## config.mk

```make
export PLATFORM = sky130hd
export DESIGN_NAME = msfir_obuf
export DESIGN_NICKNAME = d
export VERILOG_FILES = /design/src/hw/rtl/multi_output_strided_fir_macros.svh /design/src/hw/rtl/msfir_pkg.sv /design/src/hw/rtl/msfir_obuf.sv
export SDC_FILE = /design/constraint.sdc
export NUM_CORES = 1
export LEC_CHECK = 0
export ABC_AREA = 1
export BUFFER_PORTS_ARGS = -buffer_cell sky130_fd_sc_hd__buf_2
export CAP_MARGIN = 10
export CORE_UTILIZATION = 45
export DETAILED_ROUTE_END_ITERATION = 8
export GPL_TIMING_DRIVEN = 0
export PLACE_DENSITY = 0.71
export SYNTH_ARGS = -nofsm -noshare
export SYNTH_HDL_FRONTEND = slang
export SYNTH_SLANG_ARGS = --single-unit
```

## constraint.sdc

```tcl
create_clock -name i_clk -period 1.9 [get_ports i_clk]
set_input_delay 0.38 -clock i_clk [delete_from_list [all_inputs] [get_ports i_clk]]
set_output_delay 0.38 -clock i_clk [all_outputs]
set_load 0.005 [all_outputs]
```

## src/hw/rtl/multi_output_strided_fir_macros.svh

```systemverilog
// Assertion macros for the filter bank RTL.
`ifndef MULTI_OUTPUT_STRIDED_FIR_MACROS_SVH
`define MULTI_OUTPUT_STRIDED_FIR_MACROS_SVH

// Check that cons holds in the same cycle as ante.
`define MSFIR_ASSERT_SAME(lbl, ante, cons, msg) \
    lbl: assert property (@(posedge i_clk) disable iff (!i_rst_n) \
        (ante) |-> (cons)) else $error(msg);

// Check that cons holds in the cycle after ante.
`define MSFIR_ASSERT_NEXT(lbl, ante, cons, msg) \
    lbl: assert property (@(posedge i_clk) disable iff (!i_rst_n) \
        (ante) |=> (cons)) else $error(msg);

`endif

```

## src/hw/rtl/msfir_pkg.sv

```systemverilog
// Package: beat types, register indexes and widths of the strided FIR bank.
`timescale 1ns / 1ps

package msfir_pkg;

    localparam int SMP_W    = 16;
    localparam int COEF_W   = 16;
    localparam int RES_W    = 24;
    localparam int NF_REG_W = 4;
    localparam int NT_REG_W = 7;
    localparam int ST_REG_W = 5;
    localparam int CFG_W    = 7;
    localparam int CFG_IDX_W = 2;

    // Register indexes of the configuration port
    localparam logic [CFG_IDX_W-1:0] REG_NUM_FILTERS = 2'd0;
    localparam logic [CFG_IDX_W-1:0] REG_NUM_TAPS    = 2'd1;
    localparam logic [CFG_IDX_W-1:0] REG_TAP_STRIDE  = 2'd2;

    // Operation codes of an input beat
    localparam logic OP_SAMPLE = 1'b0;
    localparam logic OP_COEF   = 1'b1;

    typedef struct packed {
        logic                     op;
        logic signed [SMP_W-1:0]  sample;
        logic [2:0]               coef_filter;
        logic [5:0]               coef_tap;
        logic signed [COEF_W-1:0] coef_value;
    } t_in_beat;

    typedef struct packed {
        logic signed [RES_W-1:0] out_value;
        logic [2:0]              out_filter;
        logic                    last;
    } t_out_beat;

    // Delay line control
    typedef struct packed {
        logic wr;
        logic issue;
    } t_dl_ctl;

    // Multiply-accumulate control
    typedef struct packed {
        logic clear;
        logic issue;
    } t_mac_ctl;

endpackage

```

## src/hw/rtl/msfir_obuf.sv

```systemverilog
// Result bank that hands out one filter result per output beat.
`timescale 1ns / 1ps

module msfir_obuf #(
    parameter int NUM_FILTERS = 8
) (
    input  logic                                          i_clk,
    input  logic                                          i_rst_n,
    input  logic                                          i_load,
    input  logic [$clog2(NUM_FILTERS + 1)-1:0]            i_nf,
    input  logic [NUM_FILTERS-1:0][msfir_pkg::RES_W-1:0]  i_res,
    output logic                                          o_busy,
    output logic                                          o_out_valid,
    input  logic                                          i_out_ready,
    output msfir_pkg::t_out_beat                          o_out
);
    import msfir_pkg::*;

    localparam int FC_W = $clog2(NUM_FILTERS + 1);
    localparam int FI_W = (NUM_FILTERS > 1) ? $clog2(NUM_FILTERS) : 1;

    logic [NUM_FILTERS-1:0][RES_W-1:0] r_bank;
    logic [FI_W-1:0] r_idx;
    logic [FC_W-1:0] r_nf;
    logic            r_active;
    logic            w_last;

    assign w_last = ((FC_W + 1)'(r_idx) + 1'b1) == (FC_W + 1)'(r_nf);

    // Load the bank, advance the index on each taken beat
    always_ff @(posedge i_clk) begin
        if (!i_rst_n) begin
            r_active <= 1'b0;
            r_idx    <= '0;
        end else if (i_load) begin
            r_active <= 1'b1;
            r_idx    <= '0;
        end else if (r_active && i_out_ready) begin
            if (w_last) begin
                r_active <= 1'b0;
            end else begin
                r_idx <= r_idx + 1'b1;
            end
        end
    end

    always_ff @(posedge i_clk) begin
        if (i_load) begin
            r_bank <= i_res;
            r_nf   <= i_nf;
        end
    end

    assign o_busy            = r_active;
    assign o_out_valid       = r_active;
    assign o_out.out_value   = r_bank[r_idx];
    assign o_out.out_filter  = 3'(r_idx);
    assign o_out.last        = w_last;

endmodule

```

==> results of run 1 <==
-- flip-flops by register name, summed over array words and instances (netlist names) --
| signal | flops |
|---|---|
| r_idx | 3 |
| r_nf | 4 |
| r_bank | 192 |
| o_busy | 1 |
-- path summary, 6_finish.rpt --
kind | to | slack, ns | start | depth (start not counted)
setup / recovery | o_out[13] | -0.36 | r_idx[1] | 7
hold / removal | r_bank[41] | 0.11 | i_res[41] | 1
setup reg to reg | r_idx[1] | 0.33 | r_idx[0] | 11
hold reg to reg | o_busy | 0.51 | o_busy | 2
-- power breakdown --
group | internal, mW | switching [mW]
Combinational | 0.418 | 0.461
Sequential | 5.22 | 0.105
Clock | 2.12 | 1.66
Total | 7.76 | 2.23
-- layout make-up --
class	count	area (sq um)	area share [%]
Sequential cell	200	5970	56.1
Multi-Input combinational cell	351	1870	17.6
Timing Repair Buffer	245	1400	13.2
Clock buffer	19	433	4.07
Buffer	39	433	4.07
Tap cell	220	275	2.59
Clock inverter	13	189	1.78
Inverter	15	61.3	0.576
Antenna cell	2	5.00	0.0471
-- stage by stage --
step / setup slack (ns) / setup TNS [ns] / instance area (sq um)
floorplan: 0.298 / 0 / 7830
global route: -0.415 / -9.54 / 10600
finish: -0.359 / -7.48 / 10600
CTS: -0.345 / -8.05 / 10300
global placement: -2.23 / -396.97 / 9250
detailed placement: -0.211 / -2.68 / 9290
-- cell usage after synthesis, drive strengths merged --
cell type	count	share of area, %
o22ai	24	1.9
nand3	6	0.38
edfxtp	196	75
nor2	175	8.5
nand2	20	0.99
clkbuf	12	0.59
buf	27	2.2
nand4	1	0.080
a31oi	24	1.9
a21oi	4	0.26
o21ai	96	6.1
inv	15	0.72
ha	1	0.16
dfxtp	4	1.0
-- cell families (layout without fill, tap and decap cells) --
group / count (synthesis) / in the layout
adders and majority gates: 1 / 1
buffers and inverters: 54 / 331
AOI/OAI and AO/OA: 148 / 148
and+or+nand+nor: 202 / 202
DFF: 200 / 200
other: 0 / 2
-- per-layer routing --
| metal | up-vias | wire length [um] |
|---|---|---|
| li1 | 2720 | - |
| met1 | 2655 | 8460 |
| met2 | 211 | 10500 |
| met3 | 40 | 1260 |
| met4 | 0 | 624 |
| met5 | - | 0 |
-- cell usage in the layout (no fill, tap or decap), types with 7 or more instances in the layout --
cell and n:
sky130_fd_sc_hd__inv_1 11, sky130_fd_sc_hd__clkbuf_2 7, sky130_fd_sc_hd__buf_6 9, sky130_fd_sc_hd__buf_12 7
sky130_fd_sc_hd__o21ai_0 58, sky130_fd_sc_hd__buf_2 232, sky130_fd_sc_hd__o21ai_1 24, sky130_fd_sc_hd__o22ai_2 18
sky130_fd_sc_hd__edfxtp_1 196, sky130_fd_sc_hd__buf_4 11, sky130_fd_sc_hd__o21ai_2 13, sky130_fd_sc_hd__buf_8 8
sky130_fd_sc_hd__a31oi_1 24, sky130_fd_sc_hd__nor2_1 142, sky130_fd_sc_hd__nand2_1 19, sky130_fd_sc_hd__nor2_2 27
sky130_fd_sc_hd__clkbuf_16 21
-- what timing repair did --
action,4_1_cts,5_1_grt
pin swaps,24,52
setup buffers,9,1
endpoints found under the setup margin,25,25
resized for setup,107,75
gates cloned,2,3
-- critical path, delay by kind of cell (launching register included) --
| kind | cells | cell delay (ns) |
|---|---|---|
| AOI/OAI and AO/OA | 3 | 0.51 |
| buffers and inverters | 3 | 0.48 |
| DFF | 1 | 0.36 |
| and+or+nand+nor | 1 | 0.09 |
==> flow_results.xml, run 1 <==
<?xml version="1.0" encoding="UTF-8"?>
<metrics>
  <group name="finish">
    <metric name="finish.utilization" unit="%">63.5</metric>
    <metric name="layoutNonFillerInstCount" unit="">1104</metric>
    <metric name="drive_gt1_share" unit="%">43.7</metric>
    <metric name="fin_nets" unit="">1070</metric>
    <metric name="flow.area_growth_from_synthesis" unit="%">35.9</metric>
    <metric name="total_of_fill_cells_in_the_finished_design" unit="">1323</metric>
  </group>
  <group name="global_routing">
    <metric name="grt_first_pass_wirelength" unit="um">29800</metric>
    <metric name="met2_usage_grt" unit="%">38.6</metric>
    <metric name="grtUsageMet1" unit="%">28.3</metric>
    <metric name="grt-ovfl-total" unit="">0</metric>
    <metric name="grt_antenna_before_repair" unit="">2</metric>
    <metric name="grt_max_degree" unit="">108</metric>
    <metric name="grt_usage" unit="%">23.0</metric>
    <metric name="grt.busiest_layer" unit="">met2</metric>
    <metric name="groute.layer.met3.usage" unit="%">5.74</metric>
    <metric name="first_global_vias" unit="">5420</metric>
  </group>
  <group name="worst_setup_path">
    <metric name="crit_path_top_delay_cell" unit="">sky130_fd_sc_hd__dfxtp_2</metric>
    <metric name="worstPathArrival" unit="ns">1.88</metric>
    <metric name="crit_path_category" unit="">register to output port</metric>
    <metric name="crit_required" unit="ns">1.52</metric>
    <metric name="end_kind" unit="">output port</metric>
    <metric name="worst_setup_path_start_kind" unit="">register</metric>
    <metric name="timing.critical_path.cells" unit="">buf_6, buf_4, o21ai_0, o22ai_2, nor2_1, a31oi_1, buf_2</metric>
    <metric name="critical_path.max_stage_delay" unit="ns">0.36</metric>
    <metric name="worst-path-max-fanout" unit="">10</metric>
  </group>
  <group name="timing">
    <metric name="timing.max_slew.rel_slack" unit="%">54.3</metric>
    <metric name="fmax" unit="MHz">443</metric>
    <metric name="tightest_slew" unit="ns">0.685</metric>
    <metric name="worst_slack" unit="ns">-0.359</metric>
    <metric name="finalHoldWorstSlack" unit="ns">0.112</metric>
    <metric name="timing.final.setup_violations" unit="">25</metric>
    <metric name="worst_skew" unit="ns">0.00224</metric>
    <metric name="report.final.slew_viol_count" unit="">0</metric>
    <metric name="final_period_minus_worst_setup_slack" unit="ns">2.26</metric>
    <metric name="hold_viol" unit="">0</metric>
    <metric name="grt_setup_unrepaired" unit="">yes</metric>
    <metric name="layout_worst_path_cycle_share" unit="%">119</metric>
  </group>
  <group name="yosys">
    <metric name="synth_xor_xnor_area_share" unit="%">0</metric>
    <metric name="main_combinational_cell_family_by_area_after_synthesis" unit="">compound AO/OA/AOI/OAI gates</metric>
    <metric name="seq_area_frac_synth" unit="%">76.2</metric>
    <metric name="syn_inst" unit="">605</metric>
    <metric name="post_synth_mux_area_share" unit="%">0</metric>
    <metric name="syn_area" unit="sq um">7830</metric>
    <metric name="synthesis.yosys.warnings" unit="">0</metric>
    <metric name="unique_masters_post_synth" unit="">22</metric>
    <metric name="yosys_register_bits" unit="">200</metric>
    <metric name="synth-adder-area-share" unit="%">0.160</metric>
    <metric name="synth.net_count" unit="">806</metric>
    <metric name="area_share_of_and_or_nand_nor_cells_after_synthesis" unit="%">9.91</metric>
    <metric name="syn_avg_cell_area" unit="sq um">12.9</metric>
    <metric name="synth_compound_gate_area_share" unit="%">10.2</metric>
  </group>
  <group name="placement">
    <metric name="routabilityCongestion" unit="">0.813</metric>
    <metric name="hpwl_after_detailed_placement" unit="um">14100</metric>
    <metric name="port_buffers" unit="">229</metric>
    <metric name="post-place-cells" unit="">1055</metric>
  </group>
  <group name="route">
    <metric name="antenna_nets_post_route" unit="">0</metric>
    <metric name="post_drt_via_cell_ratio" unit="">5.10</metric>
    <metric name="routedWlPerCell" unit="um">18.9</metric>
    <metric name="vias_after_detailed_routing" unit="">5626</metric>
    <metric name="drc" unit="">0</metric>
    <metric name="postRouteWirelength" unit="um">20800</metric>
    <metric name="initialDrtViolationCount" unit="">386</metric>
    <metric name="detailedRoute.firstPassIterationCount" unit="">4</metric>
  </group>
  <group name="clock_tree">
    <metric name="clock_insertion_delay_worst_skew" unit="ns">0.43</metric>
    <metric name="root_driver" unit="">sky130_fd_sc_hd__clkbuf_16</metric>
    <metric name="holdBufCountCts" unit="">0</metric>
    <metric name="clkTransAtPathRegs" unit="ns">0.08</metric>
    <metric name="clock_tree.buffer_depth" unit="">2</metric>
    <metric name="tritoncts" unit="">built</metric>
    <metric name="clkSinkCount" unit="">200</metric>
    <metric name="htree_num_levels" unit="">4</metric>
    <metric name="cts_buffers" unit="">17</metric>
  </group>
  <group name="floorplan">
    <metric name="die_area" unit="sq um">17900</metric>
    <metric name="core_area" unit="sq um">16800</metric>
    <metric name="ioPinCount" unit="">230</metric>
    <metric name="fp.dieH" unit="um">134</metric>
    <metric name="die_w" unit="um">134</metric>
    <metric name="floorplan.rows" unit="">47</metric>
    <metric name="floorplan.initialDensity" unit="%">46.7</metric>
  </group>
  <group name="flow_run">
    <metric name="maxCapViolations" unit="">0</metric>
  </group>
  <group name="pwr">
    <metric name="power" unit="mW">9.99</metric>
    <metric name="p_leak" unit="nW">4.25</metric>
    <metric name="vdd_ir_drop_max" unit="uV">738</metric>
    <metric name="cell_pwr_density" unit="nW/um^2">939</metric>
  </group>
  <group name="status">
    <metric name="outcome" unit="">finished, violations left</metric>
    <metric name="failing_checks" unit="">setup timing</metric>
  </group>
  <group name="worst_hold_path">
    <metric name="worst_hold_path_type" unit="">input pin to register</metric>
  </group>
</metrics>
(Power assumes the default switching activity.)
==> inputs of run 2 (changes only) <==
--- a/config.mk
+++ b/config.mk
@@ -11,7 +11,7 @@
 export CORE_UTILIZATION = 45
 export DETAILED_ROUTE_END_ITERATION = 8
 export GPL_TIMING_DRIVEN = 0
-export PLACE_DENSITY = 0.71
+export PLACE_DENSITY = 0.79
 export SYNTH_ARGS = -nofsm -noshare
 export SYNTH_HDL_FRONTEND = slang
 export SYNTH_SLANG_ARGS = --single-unit
==> flow_results.xml, run 2 (synthesis gave the netlist of run 1 again) <==
<?xml version="1.0" encoding="UTF-8"?>
<metrics>
  <group name="floorplan">
    <metric name="die_area" unit="sq um">17900</metric>
    <metric name="fp.dieH" unit="um">134</metric>
    <metric name="core_area" unit="sq um">16800</metric>
    <metric name="floorplan.rows" unit="">47</metric>
    <metric name="die_w" unit="um">134</metric>
    <metric name="floorplan.initialDensity" unit="%">46.7</metric>
    <metric name="ioPinCount" unit="">230</metric>
  </group>
  <group name="pwr">
    <metric name="vdd_ir_drop_max" unit="uV">644</metric>
    <metric name="cell_pwr_density" unit="nW/um^2">935</metric>
    <metric name="pwr-share-seq" unit="%">53.4</metric>
    <metric name="clock_network_fraction_of_design_power" unit="%">37.7</metric>
    <metric name="p_sw" unit="mW">2.23</metric>
    <metric name="power.combinational.fraction" unit="%">9.0</metric>
    <metric name="p_leak" unit="nW">4.27</metric>
    <metric name="switching_share" unit="%">22.3</metric>
    <metric name="cell_internal_pwr" unit="mW">7.76</metric>
    <metric name="power" unit="mW">9.99</metric>
  </group>
  <group name="placement">
    <metric name="hpwl_after_detailed_placement" unit="um">14300</metric>
    <metric name="post-place-cells" unit="">1055</metric>
    <metric name="post_dp_cell_area" unit="sq um">9290</metric>
    <metric name="port_buffers" unit="">229</metric>
    <metric name="routabilityCongestion" unit="">0.834</metric>
  </group>
  <group name="clock_tree">
    <metric name="root_driver" unit="">sky130_fd_sc_hd__clkbuf_16</metric>
    <metric name="clock_insertion_delay_worst_skew" unit="ns">0.44</metric>
    <metric name="tritoncts" unit="">built</metric>
    <metric name="holdBufCountCts" unit="">0</metric>
    <metric name="clock_tree.buffer_depth" unit="">2</metric>
    <metric name="clkSinkCount" unit="">200</metric>
    <metric name="clkTransAtPathRegs" unit="ns">0.07</metric>
    <metric name="cts_buffers" unit="">17</metric>
    <metric name="htree_num_levels" unit="">4</metric>
  </group>
  <group name="worst_hold_path">
    <metric name="worst_hold_path_type" unit="">input pin to register</metric>
  </group>
  <group name="route">
    <metric name="postRouteWirelength" unit="um">21400</metric>
    <metric name="initialDrtViolationCount" unit="">539</metric>
    <metric name="antenna_nets_post_route" unit="">0</metric>
    <metric name="met2RoutedLength" unit="um">10500</metric>
    <metric name="highest-signal-layer" unit="">met4</metric>
    <metric name="vias_after_detailed_routing" unit="">5811</metric>
    <metric name="post_drt_via_cell_ratio" unit="">5.22</metric>
    <metric name="detailedRoute.firstPassIterationCount" unit="">5</metric>
    <metric name="routedWlPerCell" unit="um">19.2</metric>
    <metric name="detailroute.wirelength.met3" unit="um">1490</metric>
    <metric name="drc" unit="">0</metric>
    <metric name="wirelength_met1" unit="um">8680</metric>
  </group>
  <group name="finish">
    <metric name="layoutNonFillerInstCount" unit="">1114</metric>
    <metric name="largest_reg_flops" unit="">192</metric>
    <metric name="total_of_fill_cells_in_the_finished_design" unit="">1296</metric>
    <metric name="fin_area" unit="sq um">10700</metric>
    <metric name="drive_gt1_share" unit="%">42.6</metric>
    <metric name="area.sequential" unit="sq um">5970</metric>
    <metric name="largestRegisters" unit="">r_bank x192, r_nf x4, r_idx x3</metric>
    <metric name="layout.cells.most_common" unit="">sky130_fd_sc_hd__buf_2</metric>
    <metric name="top_register" unit="">r_bank</metric>
    <metric name="most-common-layout-cells" unit="">sky130_fd_sc_hd__buf_2, sky130_fd_sc_hd__edfxtp_1, sky130_fd_sc_hd__nor2_1</metric>
    <metric name="flow.area_growth_from_synthesis" unit="%">36.4</metric>
    <metric name="multi_input_area" unit="sq um">1880</metric>
    <metric name="fin_nets" unit="">1074</metric>
  </group>
  <group name="global_routing">
    <metric name="grt_usage" unit="%">23.9</metric>
    <metric name="grt_max_degree" unit="">106</metric>
    <metric name="grt-ovfl-total" unit="">0</metric>
    <metric name="first_global_vias" unit="">5722</metric>
    <metric name="grt_antenna_before_repair" unit="">8</metric>
    <metric name="grt_first_pass_wirelength" unit="um">31100</metric>
  </group>
  <group name="timing">
    <metric name="report.final.slew_viol_count" unit="">0</metric>
    <metric name="final_period_minus_worst_setup_slack" unit="ns">2.29</metric>
    <metric name="layout_worst_path_cycle_share" unit="%">120</metric>
    <metric name="grt_setup_unrepaired" unit="">yes</metric>
    <metric name="fmax" unit="MHz">437</metric>
    <metric name="timing.max_slew.rel_slack" unit="%">50.4</metric>
    <metric name="setup_total_negative_slack" unit="ns">-8.07</metric>
    <metric name="tightest_slew" unit="ns">0.744</metric>
    <metric name="timing.final.setup_violations" unit="">25</metric>
    <metric name="finalHoldWorstSlack" unit="ns">0.110</metric>
    <metric name="hold_viol" unit="">0</metric>
    <metric name="worst_slack" unit="ns">-0.389</metric>
    <metric name="worst_skew" unit="ns">0.0114</metric>
  </group>
  <group name="flow_run">
    <metric name="maxCapViolations" unit="">0</metric>
  </group>
  <group name="worst_setup_path">
    <metric name="worstPathArrival" unit="ns">1.91</metric>
    <metric name="worst_setup_path_start_kind" unit="">register</metric>
    <metric name="end_kind" unit="">output port</metric>
    <metric name="crit_path_category" unit="">register to output port</metric>
    <metric name="worst-path-max-fanout" unit="">7</metric>
    <metric name="crit_required" unit="ns">1.52</metric>
  </group>
  <group name="status">
    <metric name="outcome" unit="">finished, violations left</metric>
    <metric name="failing_checks" unit="">setup timing</metric>
  </group>
</metrics>
==> run 2: cell types whose count changed in the layout (fill, tap and decap cells not counted), moves of 3 or more <==
cell,delta
sky130_fd_sc_hd__nor2_1,+14
sky130_fd_sc_hd__nor2_2,-14
sky130_fd_sc_hd__o21ai_2,-8
sky130_fd_sc_hd__o21ai_0,+7
sky130_fd_sc_hd__diode_2,+6
sky130_fd_sc_hd__buf_6,+5
sky130_fd_sc_hd__o22ai_4,+3
==> run 2: critical path: stages, from the launching register on <==
cell                      delay [ns]
sky130_fd_sc_hd__dfxtp_4        0.42
sky130_fd_sc_hd__inv_6          0.07
sky130_fd_sc_hd__buf_8          0.14
sky130_fd_sc_hd__buf_4          0.13
sky130_fd_sc_hd__o21ai_0        0.27
sky130_fd_sc_hd__o22ai_2        0.12
sky130_fd_sc_hd__nor2_1         0.13
sky130_fd_sc_hd__a31oi_1        0.05
sky130_fd_sc_hd__buf_2          0.15
==> run 2: per-layer routing <==
metal  vias to the layer above  global-route usage (%)
li1                       2736                       -
met1                      2757                    30.6
met2                       268                    38.1
met3                        50                    6.01
met4                         0                    11.7
met5                         -                       0
==> run 2: final timing paths <==
check	start	to	slack [ns]	depth (start not counted)
worst max-delay path	r_idx[0]	o_out[27]	-0.39	8
worst min-delay path	i_res[157]	r_bank[157]	0.11	1
worst max register to register	r_idx[0]	r_idx[0]	0.07	13
worst min register to register	o_busy	o_busy	0.51	2
==> run 2: power groups by stage <==
stage / Clock, mW / Combinational (mW) / Sequential, mW
floorplan: 0 / 0.290 / 5.38
global placement: 0 / 0.726 / 5.42
detailed placement: 0 / 0.754 / 5.41
CTS: 3.81 / 0.843 / 5.32
global route: 3.98 / 0.978 / 5.36
finish: 3.76 / 0.897 / 5.33
==> run 2: through the flow <==
stage / util (%) / setup slack (ns)
floorplan: - / 0.298
global placement: 55.2 / -2.22
detailed placement: 55.4 / -0.287
CTS: 62.1 / -0.386
global route: 63.7 / -0.461
finish: 63.7 / -0.389
==> run 2: layout make-up <==
type	count	area share (%)
plain buffers	37	3.60
inverters	15	0.574
multi-input cells	351	17.6
clock inverters	13	1.72
well taps	220	2.58
diodes	8	0.187
repair buffers	251	13.8
clock buffers	19	4.05
flip-flops and latches	200	55.9
==> run 2: repair_timing <==
action / CTS / global route
endpoints found under the setup margin: 25 / 26
resized for setup: 84 / 84
pin swaps: 25 / 38
gates cloned: 4 / 2
buffers inserted: 14 / 5
==> inputs of run 3 (changes only) <==
--- a/config.mk
+++ b/config.mk
@@ -8,9 +8,9 @@
 export ABC_AREA = 1
 export BUFFER_PORTS_ARGS = -buffer_cell sky130_fd_sc_hd__buf_2
 export CAP_MARGIN = 10
+export CORE_ASPECT_RATIO = 0.5
 export CORE_UTILIZATION = 45
 export DETAILED_ROUTE_END_ITERATION = 8
-export GPL_TIMING_DRIVEN = 0
 export PLACE_DENSITY = 0.79
 export SYNTH_ARGS = -nofsm -noshare
 export SYNTH_HDL_FRONTEND = slang
==> constraint.sdc (replaced) <==
create_clock -name i_clk -period 2.83 [get_ports i_clk]
set_input_delay 0.566 -clock i_clk [delete_from_list [all_inputs] [get_ports i_clk]]
set_output_delay 0.566 -clock i_clk [all_outputs]
set_load 0.005 [all_outputs]
==> flow_results.xml, run 3 (synthesis gave the netlist of run 1 again) <==
<?xml version="1.0" encoding="UTF-8"?>
<metrics>
  <group name="floorplan">
    <metric name="floorplan.rows" unit="">33</metric>
    <metric name="floorplan.initialDensity" unit="%">46.9</metric>
    <metric name="fp.dieH" unit="um">95.3</metric>
    <metric name="ioPinCount" unit="">230</metric>
    <metric name="die_w" unit="um">189</metric>
    <metric name="core_area" unit="sq um">16700</metric>
    <metric name="die_area" unit="sq um">18000</metric>
  </group>
  <group name="placement">
    <metric name="post_dp_cell_area" unit="sq um">9200</metric>
    <metric name="port_buffers" unit="">229</metric>
    <metric name="hpwl_after_detailed_placement" unit="um">13600</metric>
    <metric name="post-place-ws" unit="ns">0.379</metric>
    <metric name="post-place-cells" unit="">1033</metric>
    <metric name="routabilityCongestion" unit="">0.977</metric>
  </group>
  <group name="pwr">
    <metric name="power" unit="mW">6.39</metric>
    <metric name="cell_pwr_density" unit="nW/um^2">650</metric>
    <metric name="p_leak" unit="nW">3.90</metric>
    <metric name="vdd_ir_drop_max" unit="uV">529</metric>
  </group>
  <group name="timing">
    <metric name="layout_worst_path_cycle_share" unit="%">97.5</metric>
    <metric name="final_period_minus_worst_setup_slack" unit="ns">2.76</metric>
    <metric name="finalHoldWorstSlack" unit="ns">0.307</metric>
    <metric name="worst_slack" unit="ns">0.0698</metric>
    <metric name="timing.final.setup_violations" unit="">0</metric>
    <metric name="tightest_slew" unit="ns">0.594</metric>
    <metric name="timing.max_slew.rel_slack" unit="%">60.4</metric>
    <metric name="grt_setup_unrepaired" unit="">yes</metric>
    <metric name="hold_viol" unit="">0</metric>
    <metric name="setup_total_negative_slack" unit="ns">0</metric>
    <metric name="fmax" unit="MHz">362</metric>
    <metric name="report.final.slew_viol_count" unit="">0</metric>
    <metric name="worst_skew" unit="ns">0.00314</metric>
  </group>
  <group name="worst_setup_path">
    <metric name="crit_path_top_delay_cell" unit="">sky130_fd_sc_hd__dfxtp_4</metric>
    <metric name="worst_setup_path_start_kind" unit="">register</metric>
    <metric name="crit_path_category" unit="">register to output port</metric>
    <metric name="reg2reg_depth" unit="">11</metric>
    <metric name="critical_path_cell_count" unit="">7</metric>
    <metric name="crit_required" unit="ns">2.26</metric>
    <metric name="critical_path.top_delay_family" unit="">buffers and inverters</metric>
    <metric name="worst-path-max-fanout" unit="">56</metric>
    <metric name="timing.critical_path.cells" unit="">inv_2, buf_12, o21ai_0, o22ai_1, nor2_1, a31oi_1, buf_2</metric>
    <metric name="critical_path.max_stage_delay" unit="ns">0.39</metric>
    <metric name="critical_path_buf_inv_count" unit="">3</metric>
    <metric name="end_kind" unit="">output port</metric>
    <metric name="worstPathArrival" unit="ns">2.19</metric>
  </group>
  <group name="route">
    <metric name="routedWlPerCell" unit="um">18.9</metric>
    <metric name="antenna_nets_post_route" unit="">0</metric>
    <metric name="initialDrtViolationCount" unit="">640</metric>
    <metric name="vias_after_detailed_routing" unit="">5670</metric>
    <metric name="wirelength_met1" unit="um">8300</metric>
    <metric name="postRouteWirelength" unit="um">20300</metric>
    <metric name="post_drt_via_cell_ratio" unit="">5.29</metric>
    <metric name="highest-signal-layer" unit="">met4</metric>
    <metric name="detailedRoute.firstPassIterationCount" unit="">5</metric>
    <metric name="drc" unit="">0</metric>
    <metric name="met2RoutedLength" unit="um">9760</metric>
    <metric name="detailroute.wirelength.met3" unit="um">1610</metric>
  </group>
  <group name="clock_tree">
    <metric name="clock_insertion_delay_worst_skew" unit="ns">0.42</metric>
    <metric name="tritoncts" unit="">built</metric>
    <metric name="post-cts-setup-buffer-count" unit="">0</metric>
    <metric name="clock_tree.buffer_depth" unit="">2</metric>
    <metric name="clkTransAtPathRegs" unit="ns">0.08</metric>
    <metric name="htree_num_levels" unit="">4</metric>
    <metric name="root_driver" unit="">sky130_fd_sc_hd__clkbuf_16</metric>
    <metric name="cts_buffers" unit="">17</metric>
    <metric name="clkSinkCount" unit="">200</metric>
  </group>
  <group name="finish">
    <metric name="largestRegisters" unit="">r_bank x192, r_nf x4, r_idx x3</metric>
    <metric name="layoutNonFillerInstCount" unit="">1072</metric>
    <metric name="drive_gt1_share" unit="%">33.6</metric>
    <metric name="total_of_fill_cells_in_the_finished_design" unit="">1319</metric>
    <metric name="top_register" unit="">r_bank</metric>
    <metric name="largest_reg_flops" unit="">192</metric>
    <metric name="flow.area_growth_from_synthesis" unit="%">25.5</metric>
    <metric name="most-common-layout-cells" unit="">sky130_fd_sc_hd__buf_2, sky130_fd_sc_hd__edfxtp_1, sky130_fd_sc_hd__nor2_1</metric>
    <metric name="finish.utilization" unit="%">58.9</metric>
    <metric name="fin_nets" unit="">1027</metric>
    <metric name="layout.cells.most_common" unit="">sky130_fd_sc_hd__buf_2</metric>
    <metric name="fin_area" unit="sq um">9830</metric>
  </group>
  <group name="flow_run">
    <metric name="maxCapViolations" unit="">0</metric>
  </group>
  <group name="global_routing">
    <metric name="grt_max_degree" unit="">104</metric>
    <metric name="first_global_vias" unit="">5570</metric>
    <metric name="grt_usage" unit="%">22.3</metric>
    <metric name="grt_first_pass_wirelength" unit="um">29300</metric>
    <metric name="grt-ovfl-total" unit="">0</metric>
    <metric name="grt_antenna_before_repair" unit="">4</metric>
  </group>
  <group name="status">
    <metric name="outcome" unit="">finished clean</metric>
  </group>
  <group name="worst_hold_path">
    <metric name="timing.hold.worst_path_depth" unit="">1</metric>
    <metric name="worst_hold_path_type" unit="">input pin to register</metric>
  </group>
</metrics>
run 3: cell types whose count changed in the layout (fill, tap and decap cells not counted), moves of 8 or more:
cell,before,now
sky130_fd_sc_hd__o22ai_1,5,23
sky130_fd_sc_hd__buf_6,14,1
sky130_fd_sc_hd__o21ai_1,23,6
sky130_fd_sc_hd__nor2_2,13,2
sky130_fd_sc_hd__o21ai_0,65,90
sky130_fd_sc_hd__o22ai_2,16,1
sky130_fd_sc_hd__buf_8,9,1
sky130_fd_sc_hd__nor2_1,156,173
sky130_fd_sc_hd__buf_4,13,5
run 3: path summary, 6_finish.rpt:
check | slack (ns) | end | from
worst min register to register | 0.50 | o_busy | o_busy
worst max register to register | 0.87 | r_idx[0] | r_idx[1]
worst max-delay path | 0.07 | o_out[8] | r_idx[0]
worst min-delay path | 0.31 | r_bank[168] | i_res[168]
run 3: power breakdown:
group / internal [mW] / switching, mW / leakage, nW
Clock: 1.20 / 1.10 / 0.270
Sequential: 3.51 / 0.0664 / 1.95
Combinational: 0.225 / 0.286 / 1.68
run 3: cell type report:
cell class              count  area [sq um]  share of cell area, %
clock buffers              20           457                   4.65
clock inverters            12           109                   1.11
multi-input cells         351          1600                   16.2
diodes                      6          15.0                  0.153
flip-flops and latches    200          5970                   60.8
inverters                  15          58.8                  0.598
well taps                 227           284                   2.89
repair buffers            241          1340                   13.6
run 3: per-layer routing:
layer	up-vias	GRT usage, %
met2	297	36.2
met1	2690	28.6
met3	46	5.15
li1	2637	-
met5	-	0
met4	0	11.5
run 3: timing repair:
| item | CTS | global route |
|---|---|---|
| hold buffers | 0 | 0 |
| gates resized for setup | 1 | 6 |
| pin swaps | 0 | 0 |
| endpoints found under the setup margin | 1 | 4 |
| cloned | 0 | 1 |
